### src/rtl/rbmi_pkg.sv
package rbmi_pkg;

    // Word formats
    localparam int W         = 32;
    localparam int INV_W     = 31;
    localparam int TIME_BITS = 16;

    // Shared multiplier operands and product
    localparam int A_W    = W + 1;
    localparam int B_W    = W;
    localparam int PROD_W = A_W + B_W;
    localparam int ACC_W  = PROD_W + 1;

    // inv * t and its split for the half term, floor(inv * t * t / 2^(2*TIME_BITS+1))
    localparam int P_W    = INV_W + TIME_BITS;
    localparam int LO_W   = TIME_BITS + 1;
    localparam int HALF_W = P_W + TIME_BITS - (2 * TIME_BITS + 1);

    // Commands
    localparam logic [2:0] CMD_TICK       = 3'd0;
    localparam logic [2:0] CMD_ADD_FORCE  = 3'd1;
    localparam logic [2:0] CMD_TORQUE_PT  = 3'd2;
    localparam logic [2:0] CMD_FORCE_PT   = 3'd3;
    localparam logic [2:0] CMD_ADD_VEL    = 3'd4;
    localparam logic [2:0] CMD_ADD_ANGVEL = 3'd5;
    localparam logic [2:0] CMD_STOP       = 3'd6;

    // Configuration register indexes
    localparam int CFG_IDX_W = 3;
    localparam logic [CFG_IDX_W-1:0] CFG_INV_MASS   = 3'd0;
    localparam logic [CFG_IDX_W-1:0] CFG_INV_MOMENT = 3'd1;
    localparam logic [CFG_IDX_W-1:0] CFG_COG_X      = 3'd2;
    localparam logic [CFG_IDX_W-1:0] CFG_COG_Y      = 3'd3;
    localparam logic [CFG_IDX_W-1:0] CFG_COG_Z      = 3'd4;
    localparam logic [CFG_IDX_W-1:0] CFG_FLOOR      = 3'd5;

    // State word kinds within one body (linear or angular)
    localparam logic [1:0] K_POS = 2'd0;
    localparam logic [1:0] K_VEL = 2'd1;
    localparam logic [1:0] K_ACC = 2'd2;

    // Multiplier operand A select
    localparam logic [2:0] A_VEL  = 3'd0;
    localparam logic [2:0] A_FRC  = 3'd1;
    localparam logic [2:0] A_INV  = 3'd2;
    localparam logic [2:0] A_PHI  = 3'd3;
    localparam logic [2:0] A_PLO  = 3'd4;
    localparam logic [2:0] A_VEC  = 3'd5;
    localparam logic [2:0] A_DIFF = 3'd6;

    // Multiplier operand B select
    localparam logic [2:0] B_T    = 3'd0;
    localparam logic [2:0] B_HALF = 3'd1;
    localparam logic [2:0] B_LIN  = 3'd2;
    localparam logic [2:0] B_ONE  = 3'd3;
    localparam logic [2:0] B_VEC  = 3'd4;

    // Product shift
    localparam logic [1:0] SH_ZERO  = 2'd0;
    localparam logic [1:0] SH_TIME  = 2'd1;
    localparam logic [1:0] SH_TIME1 = 2'd2;
    localparam logic [1:0] SH_FRAC  = 2'd3;

    // Addend of the shifted product
    localparam logic [1:0] BASE_ZERO  = 2'd0;
    localparam logic [1:0] BASE_ACC   = 2'd1;
    localparam logic [1:0] BASE_STATE = 2'd2;

    // Destination of the sum
    localparam logic [2:0] DST_NONE  = 3'd0;
    localparam logic [2:0] DST_P     = 3'd1;
    localparam logic [2:0] DST_HALF  = 3'd2;
    localparam logic [2:0] DST_ACC   = 3'd3;
    localparam logic [2:0] DST_STATE = 3'd4;

    // Microprogram step layout
    localparam int STEP_W = 5;
    localparam logic [STEP_W-1:0] TICK_BODY_LEN = 5'd13;
    localparam logic [STEP_W-1:0] TICK_LAST     = 5'd25;
    localparam logic [STEP_W-1:0] VEC_LAST      = 5'd2;
    localparam logic [STEP_W-1:0] FPT_LAST      = 5'd5;
    localparam logic [3:0] TS_INV_T = 4'd0;
    localparam logic [3:0] TS_LO    = 4'd2;
    localparam logic [3:0] TS_HI    = 4'd3;
    localparam logic [3:0] TS_AXIS  = 4'd4;
    localparam logic [3:0] TS_VEL   = 4'd10;

    typedef struct packed {
        logic       valid;
        logic [1:0] shift;
        logic [1:0] base;
        logic [2:0] dst;
        logic       body;
        logic [1:0] kind;
        logic [1:0] axis;
    } t_alu_ctl;

    typedef struct packed {
        t_alu_ctl   alu;
        logic [2:0] a_sel;
        logic [2:0] b_sel;
        logic       last;
    } t_uop;

    // Microprogram: at most one multiply-accumulate per step
    function automatic t_uop uop_rom(input logic [2:0] cmd, input logic [STEP_W-1:0] step);
        t_uop       u;
        logic       body;
        logic [3:0] s;
        u = '0;
        u.alu.dst = DST_NONE;
        body = (step >= TICK_BODY_LEN);
        s = body ? 4'(step - TICK_BODY_LEN) : step[3:0];
        case (cmd)
            CMD_TICK: begin
                u.alu.body = body;
                u.last = (step == TICK_LAST);
                if (s == TS_INV_T) begin
                    u.alu.valid = 1'b1;
                    u.a_sel = A_INV;
                    u.b_sel = B_T;
                    u.alu.shift = SH_ZERO;
                    u.alu.base = BASE_ZERO;
                    u.alu.dst = DST_P;
                end else if (s == TS_LO) begin
                    u.alu.valid = 1'b1;
                    u.a_sel = A_PLO;
                    u.b_sel = B_T;
                    u.alu.shift = SH_TIME1;
                    u.alu.base = BASE_ZERO;
                    u.alu.dst = DST_ACC;
                end else if (s == TS_HI) begin
                    u.alu.valid = 1'b1;
                    u.a_sel = A_PHI;
                    u.b_sel = B_T;
                    u.alu.shift = SH_ZERO;
                    u.alu.base = BASE_ACC;
                    u.alu.dst = DST_HALF;
                end else if (s >= TS_AXIS && s < TS_VEL) begin
                    u.alu.valid = 1'b1;
                    u.alu.kind = K_POS;
                    u.alu.axis = 2'((s - TS_AXIS) >> 1);
                    if (!s[0]) begin
                        // v * t plus the old position
                        u.a_sel = A_VEL;
                        u.b_sel = B_T;
                        u.alu.shift = SH_TIME;
                        u.alu.base = BASE_STATE;
                        u.alu.dst = DST_ACC;
                    end else begin
                        // F * half, then store the position
                        u.a_sel = A_FRC;
                        u.b_sel = B_HALF;
                        u.alu.shift = SH_FRAC;
                        u.alu.base = BASE_ACC;
                        u.alu.dst = DST_STATE;
                    end
                end else if (s >= TS_VEL) begin
                    u.alu.valid = 1'b1;
                    u.alu.kind = K_VEL;
                    u.alu.axis = 2'(s - TS_VEL);
                    u.a_sel = A_FRC;
                    u.b_sel = B_LIN;
                    u.alu.shift = SH_FRAC;
                    u.alu.base = BASE_STATE;
                    u.alu.dst = DST_STATE;
                end
            end
            CMD_ADD_FORCE, CMD_ADD_VEL, CMD_ADD_ANGVEL: begin
                u.alu.valid = 1'b1;
                u.alu.body = (cmd == CMD_ADD_ANGVEL);
                u.alu.kind = (cmd == CMD_ADD_FORCE) ? K_ACC : K_VEL;
                u.alu.axis = step[1:0];
                u.a_sel = A_VEC;
                u.b_sel = B_ONE;
                u.alu.shift = SH_ZERO;
                u.alu.base = BASE_STATE;
                u.alu.dst = DST_STATE;
                u.last = (step == VEC_LAST);
            end
            CMD_TORQUE_PT, CMD_FORCE_PT: begin
                u.alu.valid = 1'b1;
                u.alu.kind = K_ACC;
                u.alu.base = BASE_STATE;
                u.alu.dst = DST_STATE;
                if (cmd == CMD_FORCE_PT && step <= VEC_LAST) begin
                    u.alu.body = 1'b0;
                    u.alu.axis = step[1:0];
                    u.a_sel = A_VEC;
                    u.b_sel = B_ONE;
                    u.alu.shift = SH_ZERO;
                end else begin
                    u.alu.body = 1'b1;
                    u.alu.axis = (cmd == CMD_FORCE_PT) ? 2'(step - VEC_LAST - 5'd1)
                                                       : step[1:0];
                    u.a_sel = A_DIFF;
                    u.b_sel = B_VEC;
                    u.alu.shift = SH_FRAC;
                end
                u.last = (cmd == CMD_FORCE_PT) ? (step == FPT_LAST) : (step == VEC_LAST);
            end
            default: begin
                u.last = 1'b1;
            end
        endcase
        return u;
    endfunction

endpackage

### src/rtl/rbmi_mul.sv
module rbmi_mul import rbmi_pkg::*; (
    input  logic                     i_clk,
    input  logic signed [A_W-1:0]    i_a,
    input  logic signed [B_W-1:0]    i_b,
    output logic signed [PROD_W-1:0] o_prod
);

    logic signed [PROD_W-1:0] r_prod;

    // Register the full signed product
    always_ff @(posedge i_clk) begin
        r_prod <= i_a * i_b;
    end

    assign o_prod = r_prod;

endmodule

### config.mk
export PLATFORM = sky130hd
export DESIGN_NAME = rbmi_mul
export DESIGN_NICKNAME = d
export VERILOG_FILES = /design/src/rtl/rbmi_pkg.sv /design/src/rtl/rbmi_mul.sv
export SDC_FILE = /design/constraint.sdc
export NUM_CORES = 2
export LEC_CHECK = 0
export ABC_CLOCK_PERIOD_IN_PS = 27400
export BUFFER_PORTS_ARGS = -buffer_cell sky130_fd_sc_hd__buf_2
export CAP_MARGIN = 20
export CORE_AREA = 2 2 277 279
export CTS_CLUSTER_DIAMETER = 150
export DETAILED_ROUTE_END_ITERATION = 10
export DIE_AREA = 0 0 279 281
export PLACE_DENSITY_LB_ADDON = 0.25
export SLEW_MARGIN = 20
export SYNTH_ARGS = -nofsm -noshare
export SYNTH_HDL_FRONTEND = slang
export SYNTH_SLANG_ARGS = --single-unit
### constraint.sdc
create_clock -name i_clk -period 27.4 [get_ports i_clk]
set_clock_uncertainty 0.2 [all_clocks]
set_input_delay 8.22 -clock i_clk [delete_from_list [all_inputs] [get_ports i_clk]]
set_output_delay 8.22 -clock i_clk [all_outputs]
set_load 0.01 [all_outputs]
==> run metrics <==
maximum clock path buffer count 2; fmax 0.0587 GHz; first-pass GRT wire length 161 mm; Warnings, synthesis 0; PortBufs 130; DRT Pass-1 Iters 5; Most common cell on crit path fa_1; clock-pin slew on the worst setup and hold paths 60 ps; Distinct cells, synth 55; fin crit period 17020 ps; root buf cell clkbuf_16; ANT cells 0; Period Utilization, post-route 62.1%; Filler Cells Inserted 6960; Buf+Inv Stages, Crit Path 4; Most used DFF post-synth dfxtp_1; critical path peak fanout 32; CP Cell Sequence buf_2 -> nand2_1 -> fa_1 -> fa_1 -> fa_1 -> fa_1 -> inv_1 -> fa_1 -> inv_1 -> fa_1 -> inv_1 -> fa_1 -> fa_1 -> ha_1 -> a21o_1 -> a31oi_1 -> nor2_1 -> a211oi_1 -> a21oi_1 -> o2111ai_1 -> nand2_1 -> a2111oi_0 -> o41ai_1 -> xor2_1; Layout area overhead 3.96%; critical path endpoint category register; post-synthesis net count 5378; slew margin rel. 23.9%; CP required 27460 ps; PostCTS Resize Cnt 0; vias per cell 5.31; vias in the first global route 29300; CP top delay family adder cells; status finished, final reports clean; final WL 97.3 mm; element type at the critical path start primary input; H-Tree Depth 3; hold bufs inserted after CTS 0; Synth Cell Area 38200 µm²; Setup TNS 0 ps; Post-Synthesis Cells 4014; layout cells sized above 1 4.26%; die area 78400 µm²; CTS buffer count 9; FFs w/ async S/R, synth 0%; Rows 101; RSZ-0062 raised after global routing no; Crit Path Class in2reg; final setup fails 0; Detail Route Antenna Nets 0; Syn Area/Cell 9.53 µm²; Ports 131; register area share after synthesis 3.40%; largest net degree at the start of global routing 34; initial antenna violation count 3; DRT iter0 DRCs 1537; Hold Violations, Final 0; CP arrival 17080 ps; routability congestion estimate 0.861; max FFs per register 65; Post-route DRC 0; worst slew pin tran 1130 ps; Final #Nets 5326; slowest cell delay on critical path 750 ps; All-Layer GR Usage 26.8%; fin. max-slew vios 0; DP Wirelength 78.3 mm; WL/cell 19.7 µm; CTS tree done; max_cap viols 0; FF+latch count, synth 65; die span in x 279 µm; die height 281 µm; Critical Path Slowest Stage Cell a2111oi_0; via count 26300; number of synthesized flops with an enable pin 0; # clock sinks 65; Starting Density 50.7%; hold crit path type in2reg; postcts setup bufs 0; Core ar. 75400 µm²; gr ovfl total 0
worst paths after layout:
kind              depth (start not counted)    start         end  slack [ps]
hold / removal                            3   i_a[0]   o_prod[0]        8200
setup / recovery                         24  i_a[16]  o_prod[61]       10380
cells in the final DEF (no fill, tap or decap), types with 18 or more instances in the layout:
cell type / count
fa_1: 1112
inv_1: 989
nand2_1: 536
and2_1: 531
ha_1: 186
buf_2: 130
a21oi_1: 70
dfxtp_1: 65
nor2_1: 47
xnor2_1: 47
a21o_1: 30
xor2_1: 27
o21ai_0: 25
buf_4: 18
synth_stat cells (all sizes together), types with 27 or more instances:
cell	instances	area, µm²
xnor2	47	412
ha	186	2330
clkbuf	210	788
a21o	30	225
fa	1112	22300
nand2	536	2010
xor2	27	236
a21oi	70	350
and2	531	3320
inv	989	3710
o21ai	31	155
dfxtp	65	1300
nor2	47	176
per-layer routing:
metal	track usage, %	vias to the layer above	part of all wire, %
li1	-	11300	-
met1	35.3	14000	41
met2	45.1	801	49
met3	4.03	181	6.0
met4	10.4	4	4.2
met5	0	-	0.021
cell type report:
| class | count | area, µm² | share of cell area [%] |
|---|---|---|---|
| tap | 978 | 1220 | 3.08 |
| sequential | 65 | 1300 | 3.27 |
| timing repair buffer | 148 | 786 | 1.98 |
| inverter | 989 | 3710 | 9.34 |
| multi-input combinational | 2749 | 32400 | 81.6 |
| clock inverter | 3 | 40.0 | 0.101 |
| clock buffer | 12 | 256 | 0.645 |
stage by stage:
step	setup WS [ps]	hold WS [ps]	instances	instance area, µm²	util, %
after floorplan	11640	8150	4014	38200	-
after global placement	10020	8410	4929	39500	52.3
after detailed placement	10010	8410	4929	39500	52.3
after CTS	10370	8180	4944	39800	52.7
after global routing	10040	8210	4944	39800	52.7
final	10380	8200	4944	39800	52.7
logic make-up after synthesis:
| group | synth area share, % |
|---|---|
| fa+ha+maj | 64.3 |
| xor+xnor | 1.69 |
| compound gates | 3.47 |
| flops | 3.40 |
| buf+inv | 11.8 |
| simple gates | 15.4 |
Power is not shown: default switching activity piles up to over one toggle a cycle in this logic, so the estimate is an artifact.
