<file path="src/rtl/rbmi_pkg.sv">
package rbmi_pkg;

    // Word formats
    localparam int W         = 32;
    localparam int INV_W     = 31;
    localparam int TIME_BITS = 16;

    // Shared multiplier operands and product
    localparam int A_W    = W + 1;
    localparam int B_W    = W;
    localparam int PROD_W = A_W + B_W;
    localparam int ACC_W  = PROD_W + 1;

    // inv * t and its split for the half term, floor(inv * t * t / 2^(2*TIME_BITS+1))
    localparam int P_W    = INV_W + TIME_BITS;
    localparam int LO_W   = TIME_BITS + 1;
    localparam int HALF_W = P_W + TIME_BITS - (2 * TIME_BITS + 1);

    // Commands
    localparam logic [2:0] CMD_TICK       = 3'd0;
    localparam logic [2:0] CMD_ADD_FORCE  = 3'd1;
    localparam logic [2:0] CMD_TORQUE_PT  = 3'd2;
    localparam logic [2:0] CMD_FORCE_PT   = 3'd3;
    localparam logic [2:0] CMD_ADD_VEL    = 3'd4;
    localparam logic [2:0] CMD_ADD_ANGVEL = 3'd5;
    localparam logic [2:0] CMD_STOP       = 3'd6;

    // Configuration register indexes
    localparam int CFG_IDX_W = 3;
    localparam logic [CFG_IDX_W-1:0] CFG_INV_MASS   = 3'd0;
    localparam logic [CFG_IDX_W-1:0] CFG_INV_MOMENT = 3'd1;
    localparam logic [CFG_IDX_W-1:0] CFG_COG_X      = 3'd2;
    localparam logic [CFG_IDX_W-1:0] CFG_COG_Y      = 3'd3;
    localparam logic [CFG_IDX_W-1:0] CFG_COG_Z      = 3'd4;
    localparam logic [CFG_IDX_W-1:0] CFG_FLOOR      = 3'd5;

    // State word kinds within one body (linear or angular)
    localparam logic [1:0] K_POS = 2'd0;
    localparam logic [1:0] K_VEL = 2'd1;
    localparam logic [1:0] K_ACC = 2'd2;

    // Multiplier operand A select
    localparam logic [2:0] A_VEL  = 3'd0;
    localparam logic [2:0] A_FRC  = 3'd1;
    localparam logic [2:0] A_INV  = 3'd2;
    localparam logic [2:0] A_PHI  = 3'd3;
    localparam logic [2:0] A_PLO  = 3'd4;
    localparam logic [2:0] A_VEC  = 3'd5;
    localparam logic [2:0] A_DIFF = 3'd6;

    // Multiplier operand B select
    localparam logic [2:0] B_T    = 3'd0;
    localparam logic [2:0] B_HALF = 3'd1;
    localparam logic [2:0] B_LIN  = 3'd2;
    localparam logic [2:0] B_ONE  = 3'd3;
    localparam logic [2:0] B_VEC  = 3'd4;

    // Product shift
    localparam logic [1:0] SH_ZERO  = 2'd0;
    localparam logic [1:0] SH_TIME  = 2'd1;
    localparam logic [1:0] SH_TIME1 = 2'd2;
    localparam logic [1:0] SH_FRAC  = 2'd3;

    // Addend of the shifted product
    localparam logic [1:0] BASE_ZERO  = 2'd0;
    localparam logic [1:0] BASE_ACC   = 2'd1;
    localparam logic [1:0] BASE_STATE = 2'd2;

    // Destination of the sum
    localparam logic [2:0] DST_NONE  = 3'd0;
    localparam logic [2:0] DST_P     = 3'd1;
    localparam logic [2:0] DST_HALF  = 3'd2;
    localparam logic [2:0] DST_ACC   = 3'd3;
    localparam logic [2:0] DST_STATE = 3'd4;

    // Microprogram step layout
    localparam int STEP_W = 5;
    localparam logic [STEP_W-1:0] TICK_BODY_LEN = 5'd13;
    localparam logic [STEP_W-1:0] TICK_LAST     = 5'd25;
    localparam logic [STEP_W-1:0] VEC_LAST      = 5'd2;
    localparam logic [STEP_W-1:0] FPT_LAST      = 5'd5;
    localparam logic [3:0] TS_INV_T = 4'd0;
    localparam logic [3:0] TS_LO    = 4'd2;
    localparam logic [3:0] TS_HI    = 4'd3;
    localparam logic [3:0] TS_AXIS  = 4'd4;
    localparam logic [3:0] TS_VEL   = 4'd10;

    typedef struct packed {
        logic       valid;
        logic [1:0] shift;
        logic [1:0] base;
        logic [2:0] dst;
        logic       body;
        logic [1:0] kind;
        logic [1:0] axis;
    } t_alu_ctl;

    typedef struct packed {
        t_alu_ctl   alu;
        logic [2:0] a_sel;
        logic [2:0] b_sel;
        logic       last;
    } t_uop;

    // Microprogram: at most one multiply-accumulate per step
    function automatic t_uop uop_rom(input logic [2:0] cmd, input logic [STEP_W-1:0] step);
        t_uop       u;
        logic       body;
        logic [3:0] s;
        u = '0;
        u.alu.dst = DST_NONE;
        body = (step >= TICK_BODY_LEN);
        s = body ? 4'(step - TICK_BODY_LEN) : step[3:0];
        case (cmd)
            CMD_TICK: begin
                u.alu.body = body;
                u.last = (step == TICK_LAST);
                if (s == TS_INV_T) begin
                    u.alu.valid = 1'b1;
                    u.a_sel = A_INV;
                    u.b_sel = B_T;
                    u.alu.shift = SH_ZERO;
                    u.alu.base = BASE_ZERO;
                    u.alu.dst = DST_P;
                end else if (s == TS_LO) begin
                    u.alu.valid = 1'b1;
                    u.a_sel = A_PLO;
                    u.b_sel = B_T;
                    u.alu.shift = SH_TIME1;
                    u.alu.base = BASE_ZERO;
                    u.alu.dst = DST_ACC;
                end else if (s == TS_HI) begin
                    u.alu.valid = 1'b1;
                    u.a_sel = A_PHI;
                    u.b_sel = B_T;
                    u.alu.shift = SH_ZERO;
                    u.alu.base = BASE_ACC;
                    u.alu.dst = DST_HALF;
                end else if (s >= TS_AXIS && s < TS_VEL) begin
                    u.alu.valid = 1'b1;
                    u.alu.kind = K_POS;
                    u.alu.axis = 2'((s - TS_AXIS) >> 1);
                    if (!s[0]) begin
                        // v * t plus the old position
                        u.a_sel = A_VEL;
                        u.b_sel = B_T;
                        u.alu.shift = SH_TIME;
                        u.alu.base = BASE_STATE;
                        u.alu.dst = DST_ACC;
                    end else begin
                        // F * half, then store the position
                        u.a_sel = A_FRC;
                        u.b_sel = B_HALF;
                        u.alu.shift = SH_FRAC;
                        u.alu.base = BASE_ACC;
                        u.alu.dst = DST_STATE;
                    end
                end else if (s >= TS_VEL) begin
                    u.alu.valid = 1'b1;
                    u.alu.kind = K_VEL;
                    u.alu.axis = 2'(s - TS_VEL);
                    u.a_sel = A_FRC;
                    u.b_sel = B_LIN;
                    u.alu.shift = SH_FRAC;
                    u.alu.base = BASE_STATE;
                    u.alu.dst = DST_STATE;
                end
            end
            CMD_ADD_FORCE, CMD_ADD_VEL, CMD_ADD_ANGVEL: begin
                u.alu.valid = 1'b1;
                u.alu.body = (cmd == CMD_ADD_ANGVEL);
                u.alu.kind = (cmd == CMD_ADD_FORCE) ? K_ACC : K_VEL;
                u.alu.axis = step[1:0];
                u.a_sel = A_VEC;
                u.b_sel = B_ONE;
                u.alu.shift = SH_ZERO;
                u.alu.base = BASE_STATE;
                u.alu.dst = DST_STATE;
                u.last = (step == VEC_LAST);
            end
            CMD_TORQUE_PT, CMD_FORCE_PT: begin
                u.alu.valid = 1'b1;
                u.alu.kind = K_ACC;
                u.alu.base = BASE_STATE;
                u.alu.dst = DST_STATE;
                if (cmd == CMD_FORCE_PT && step <= VEC_LAST) begin
                    u.alu.body = 1'b0;
                    u.alu.axis = step[1:0];
                    u.a_sel = A_VEC;
                    u.b_sel = B_ONE;
                    u.alu.shift = SH_ZERO;
                end else begin
                    u.alu.body = 1'b1;
                    u.alu.axis = (cmd == CMD_FORCE_PT) ? 2'(step - VEC_LAST - 5'd1)
                                                       : step[1:0];
                    u.a_sel = A_DIFF;
                    u.b_sel = B_VEC;
                    u.alu.shift = SH_FRAC;
                end
                u.last = (cmd == CMD_FORCE_PT) ? (step == FPT_LAST) : (step == VEC_LAST);
            end
            default: begin
                u.last = 1'b1;
            end
        endcase
        return u;
    endfunction

endpackage

</file>
<file path="src/rtl/rbmi_alu.sv">
module rbmi_alu import rbmi_pkg::*; #(
    parameter int FRAC_BITS = 16
) (
    input  logic                     i_clk,
    input  t_alu_ctl                 i_ctl,
    input  logic signed [PROD_W-1:0] i_prod,
    input  logic signed [W-1:0]      i_base,
    output logic signed [ACC_W-1:0]  o_sum,
    output logic signed [W-1:0]      o_sat,
    output logic                     o_clip
);

    logic signed [ACC_W-1:0] r_acc;
    logic signed [ACC_W-1:0] w_prod_ext;
    logic signed [ACC_W-1:0] w_shifted;
    logic signed [ACC_W-1:0] w_base;
    logic signed [ACC_W-1:0] w_sum;
    logic                    w_ovf;

    assign w_prod_ext = {i_prod[PROD_W-1], i_prod};

    // Scale the product, rounding toward minus infinity
    always_comb begin
        case (i_ctl.shift)
            SH_ZERO:  w_shifted = w_prod_ext;
            SH_TIME:  w_shifted = w_prod_ext >>> TIME_BITS;
            SH_TIME1: w_shifted = w_prod_ext >>> (TIME_BITS + 1);
            SH_FRAC:  w_shifted = w_prod_ext >>> FRAC_BITS;
            default:  w_shifted = w_prod_ext;
        endcase
    end

    // Pick the addend
    always_comb begin
        case (i_ctl.base)
            BASE_ZERO:  w_base = '0;
            BASE_ACC:   w_base = r_acc;
            BASE_STATE: w_base = {{(ACC_W - W){i_base[W-1]}}, i_base};
            default:    w_base = '0;
        endcase
    end

    assign w_sum = w_base + w_shifted;

    // Clip to the signed word range
    assign w_ovf  = !((&w_sum[ACC_W-1:W-1]) || !(|w_sum[ACC_W-1:W-1]));
    assign o_sat  = w_ovf ? (w_sum[ACC_W-1] ? {1'b1, {(W-1){1'b0}}} : {1'b0, {(W-1){1'b1}}})
                          : w_sum[W-1:0];
    assign o_clip = i_ctl.valid && (i_ctl.dst == DST_STATE) && w_ovf;
    assign o_sum  = w_sum;

    // Hold the running sum between steps
    always_ff @(posedge i_clk) begin
        if (i_ctl.valid && i_ctl.dst == DST_ACC) begin
            r_acc <= w_sum;
        end
    end

endmodule

</file>
<file path="config.mk">
export PLATFORM = sky130hd
export DESIGN_NAME = rbmi_alu
export DESIGN_NICKNAME = d
export VERILOG_FILES = /design/src/rtl/rbmi_pkg.sv /design/src/rtl/rbmi_alu.sv
export SDC_FILE = /design/constraint.sdc
export NUM_CORES = 1
export LEC_CHECK = 0
export BUFFER_PORTS_ARGS = -buffer_cell sky130_fd_sc_hd__clkbuf_2
export CAP_MARGIN = 20
export CORE_MARGIN = 2
export CORE_UTILIZATION = 40
export DETAILED_ROUTE_END_ITERATION = 6
export PLACE_DENSITY = 0.59
export RECOVER_POWER = 25
export SYNTH_ARGS = -nofsm -noshare
export SYNTH_HDL_FRONTEND = slang
export SYNTH_SLANG_ARGS = --single-unit
</file>
<file path="constraint.sdc">
create_clock -name i_clk -period 13.67 [get_ports i_clk]
set_input_delay 0.6835 -clock i_clk [delete_from_list [all_inputs] [get_ports i_clk]]
set_output_delay 0.6835 -clock i_clk [all_outputs]
set_load 0.01 [all_outputs]
</file>
==> results.md <==
* Failing checks: capacitance limit, slew limit
* Measured slew at the worst slew-check pin at 3.51 ns
* Sequential-to-total area share from yosys stat at 21.9%
* Register area at 1980 um^2
* Sink Count at 66
* Yosys reg bits at between 60 and 70
* Unrepaired setup endpoints after global routing: no
* Clock tree from TritonCTS: done
* Post-Synth Adder-Cell Area at 9.49%
* DRT iter0 DRCs at 708
* Syn Nets at roughly 1,400
* Final Slew Violations at 94
* Die area at 23,800 um^2
* Share of synthesized flip-flops with an asynchronous set or reset at 0%
* Cts bufs inserted at 9
* Fill count at 2,363
* Starting Density at 40.3%
* M2 GR Usage at 48.6%
* Max Cap Viol at 2
* Critical Path RT at 12.99 ns
* CP arrival at 8.98 ns
* Final min period at 9.66 ns
* Met3 Usage GRT at 3.78%
* DP Wirelength at 28.1 mm
* Worst-path maximum fanout at 50
* Worst hold path class: register to register
* Peak VDD IR at 0.0583 mV
* Main combinational cell family by area after synthesis: compound AO/OA/AOI/OAI gates
* Chip Width at 154 um
* Leakage at 0.00453 uW
* P per Cell Area at 96.5 nW/um^2
* Largest net degree at the start of global routing at a little under 100
* Critical Path Source: i_ctl[11]
* Vias in the first global route at roughly 9,000
* Post-synth EDFFs at between 60 and 70
* CTS root buf: clkbuf_16
* YS warnings at 0
* Setup-failing EPs final at 0
* Die Y at 154 um
* Post-synthesis xor/xnor area fraction at 5.80%
* Nets at 1,502
* Hold Fails Final Rpt at 0
* Relative slew slack at -134%
* ANT cells at 0
* Grt peak-use layer: met2
* Max reg flops at 66
* Post-cts sizing count at 0
* GP Congestion at roughly 0.97
* Overall routing resource usage at between 20% and 30%
* Critical path endpoint category: output port
* Crit path launch type: primary input
* Placed inst area at 10,100 um^2
* Remaining Overflow, GRT at 0
* Post-Synth Simple-Gate Area at 21.6%
* Final instance area at 10,400 um^2
* Ys flop type: edfxtp_1
* CTS clk-pin slew, worst paths at 0.07 ns
* Clock buffer depth at 2
* Post-Route WL at 35.3 mm
* Status: finished with violations
* Hold bufs inserted after CTS at 0
* Syn_area_per_cell at 7.69 um^2
* Mapped Cells at 1,176
* Port buffer count at 204
* H-tree depth at 3
* Drt first pass iters at 5
* Boundary Pins at 210
* Global-route wire length before repair at 53.4 mm
* Fmax at between 100 and 150 MHz
* Layout Area Growth over Synthesis at 14.9%
* Layout cell share with drive strength beyond 1 at 20.3%
* Top flop regs: r_acc x66
* Initial antenna violation count at 2
* Post-CTS setup buffer count at 0
* Hold wc startpoint: r_acc[0]
* Worst-Skew Late Latency at 0.36 ns
* Mapped Area at 9040 um^2
* Mux cell area share after synthesis at approximately 5.7%
* Post-synth cell types at 91
* Remaining DRCs at 0
* Via density per instance at 5.99
* Final TNS setup at 0 ns
* Final setup skew at 0.0121 ns
* Most flops, register: r_acc
* Row count at 55
* Compound-Gate Fraction of Synth Area at 29.4%
* M1 GR Usage at between 30% and 40%
* Final period util at between 70 and 80%
* Final ANT Viol Nets at 0
* Via count at between 9,000 and 10,000
* Wire length per cell at 21.9 um
* Crit path kind: primary input to output port
* Core Box Area at 22,400 um^2
* R2R Path Start: r_acc[1]
* Area of the multi-input gates at 6510 um^2
==> worst paths after layout <==
path,end,slack [ns],depth (start not counted)
max reg2reg,r_acc[65],9.37,15
min reg2reg,r_acc[0],0.79,3
max,o_sat[15],4.01,19
min,r_acc[0],0.79,3
==> critical path, stage by stage <==
cell,delay (ns)
clkbuf_2,0.07
clkbuf_1,2.46
o21ai_1,1.08
buf_4,0.43
nand2_1,0.07
ha_1,0.27
nand4_1,0.14
nor3_1,0.36
and3_1,0.38
o211ai_1,0.34
a21oi_1,0.50
nor2_1,0.16
xnor2_1,0.26
nor4b_2,0.47
nand4b_2,0.34
o31ai_4,0.34
buf_8,0.23
a21bo_1,0.23
clkbuf_2,0.12
==> cell families after synthesis <==
logic type	Yosys count
simple gates	421
fa+ha+maj	68
buf+inv	110
xor+xnor	59
compound gates	401
mux	51
flops	66
==> cell type report <==
class,instances,area share [%]
clock buffer,10,2.20
clock inverter,6,0.783
inverter,31,1.12
multi-input combinational,1000,62.7
sequential,66,19.1
tap,285,3.43
timing repair buffer,215,10.7
==> metal layers <==
metal / share of wire (%) / wire (um) / vias to the layer above
li1: - / - / 4643
met1: 45 / 15900 / 4611
met2: 46 / 16400 / 354
met3: 6.1 / 2150 / 50
met4: 2.4 / 831 / 0
met5: 0 / 0 / -
==> power breakdown <==
part           internal [uW]  switching (uW)  total (uW)
registers                239            1.32         241
logic                    179             319         497
clock network            159             106         265
==> cell usage after synthesis (all sizes together), types with 13 or more instances <==
cell	instances	share of area, %
a21bo	28	3.1
a22oi	31	2.6
nor4	13	0.97
xnor2	36	3.6
mux2i	49	5.4
nand4	39	2.7
a21oi	135	7.8
nor2	90	3.7
a21o	15	1.3
ha	67	9.3
inv	31	1.3
nand3	16	0.89
o211ai	20	1.8
clkbuf	43	2.0
buf	35	2.8
xor2	23	2.2
nor3	18	1.2
o21ai	101	5.6
nand2	202	8.4
edfxtp	66	22
==> through the flow <==
step	total power [uW]	hold slack, ns	cells	util (%)	setup WS [ns]
4_1_cts	998	0.809	1611	46.2	5.92
2_1_floorplan	571	0.760	1176	-	7.60
5_1_grt	1060	0.851	1613	46.3	3.52
6_report	1000	0.794	1613	46.3	4.01
3_5_place_dp	732	0.792	1595	44.8	5.95
3_3_place_gp	731	0.801	1595	44.8	6.01
==> placed cells by master (no fill, tap or decap), types with 9 or more instances in the layout <==
master	n
a21o_1	13
a22oi_1	31
nor3_1	16
inv_1	31
nand2_1	202
clkbuf_16	9
xnor2_1	35
o21ai_0	91
nor2_1	90
a21bo_1	27
o21ai_1	9
xor2_1	23
o211ai_1	18
mux2i_1	49
o21a_1	12
edfxtp_1	66
nand4_1	39
a21oi_1	128
ha_1	65
nand3_1	16
nor4_1	12
clkbuf_2	204
Power figures use the tool's default switching activity.
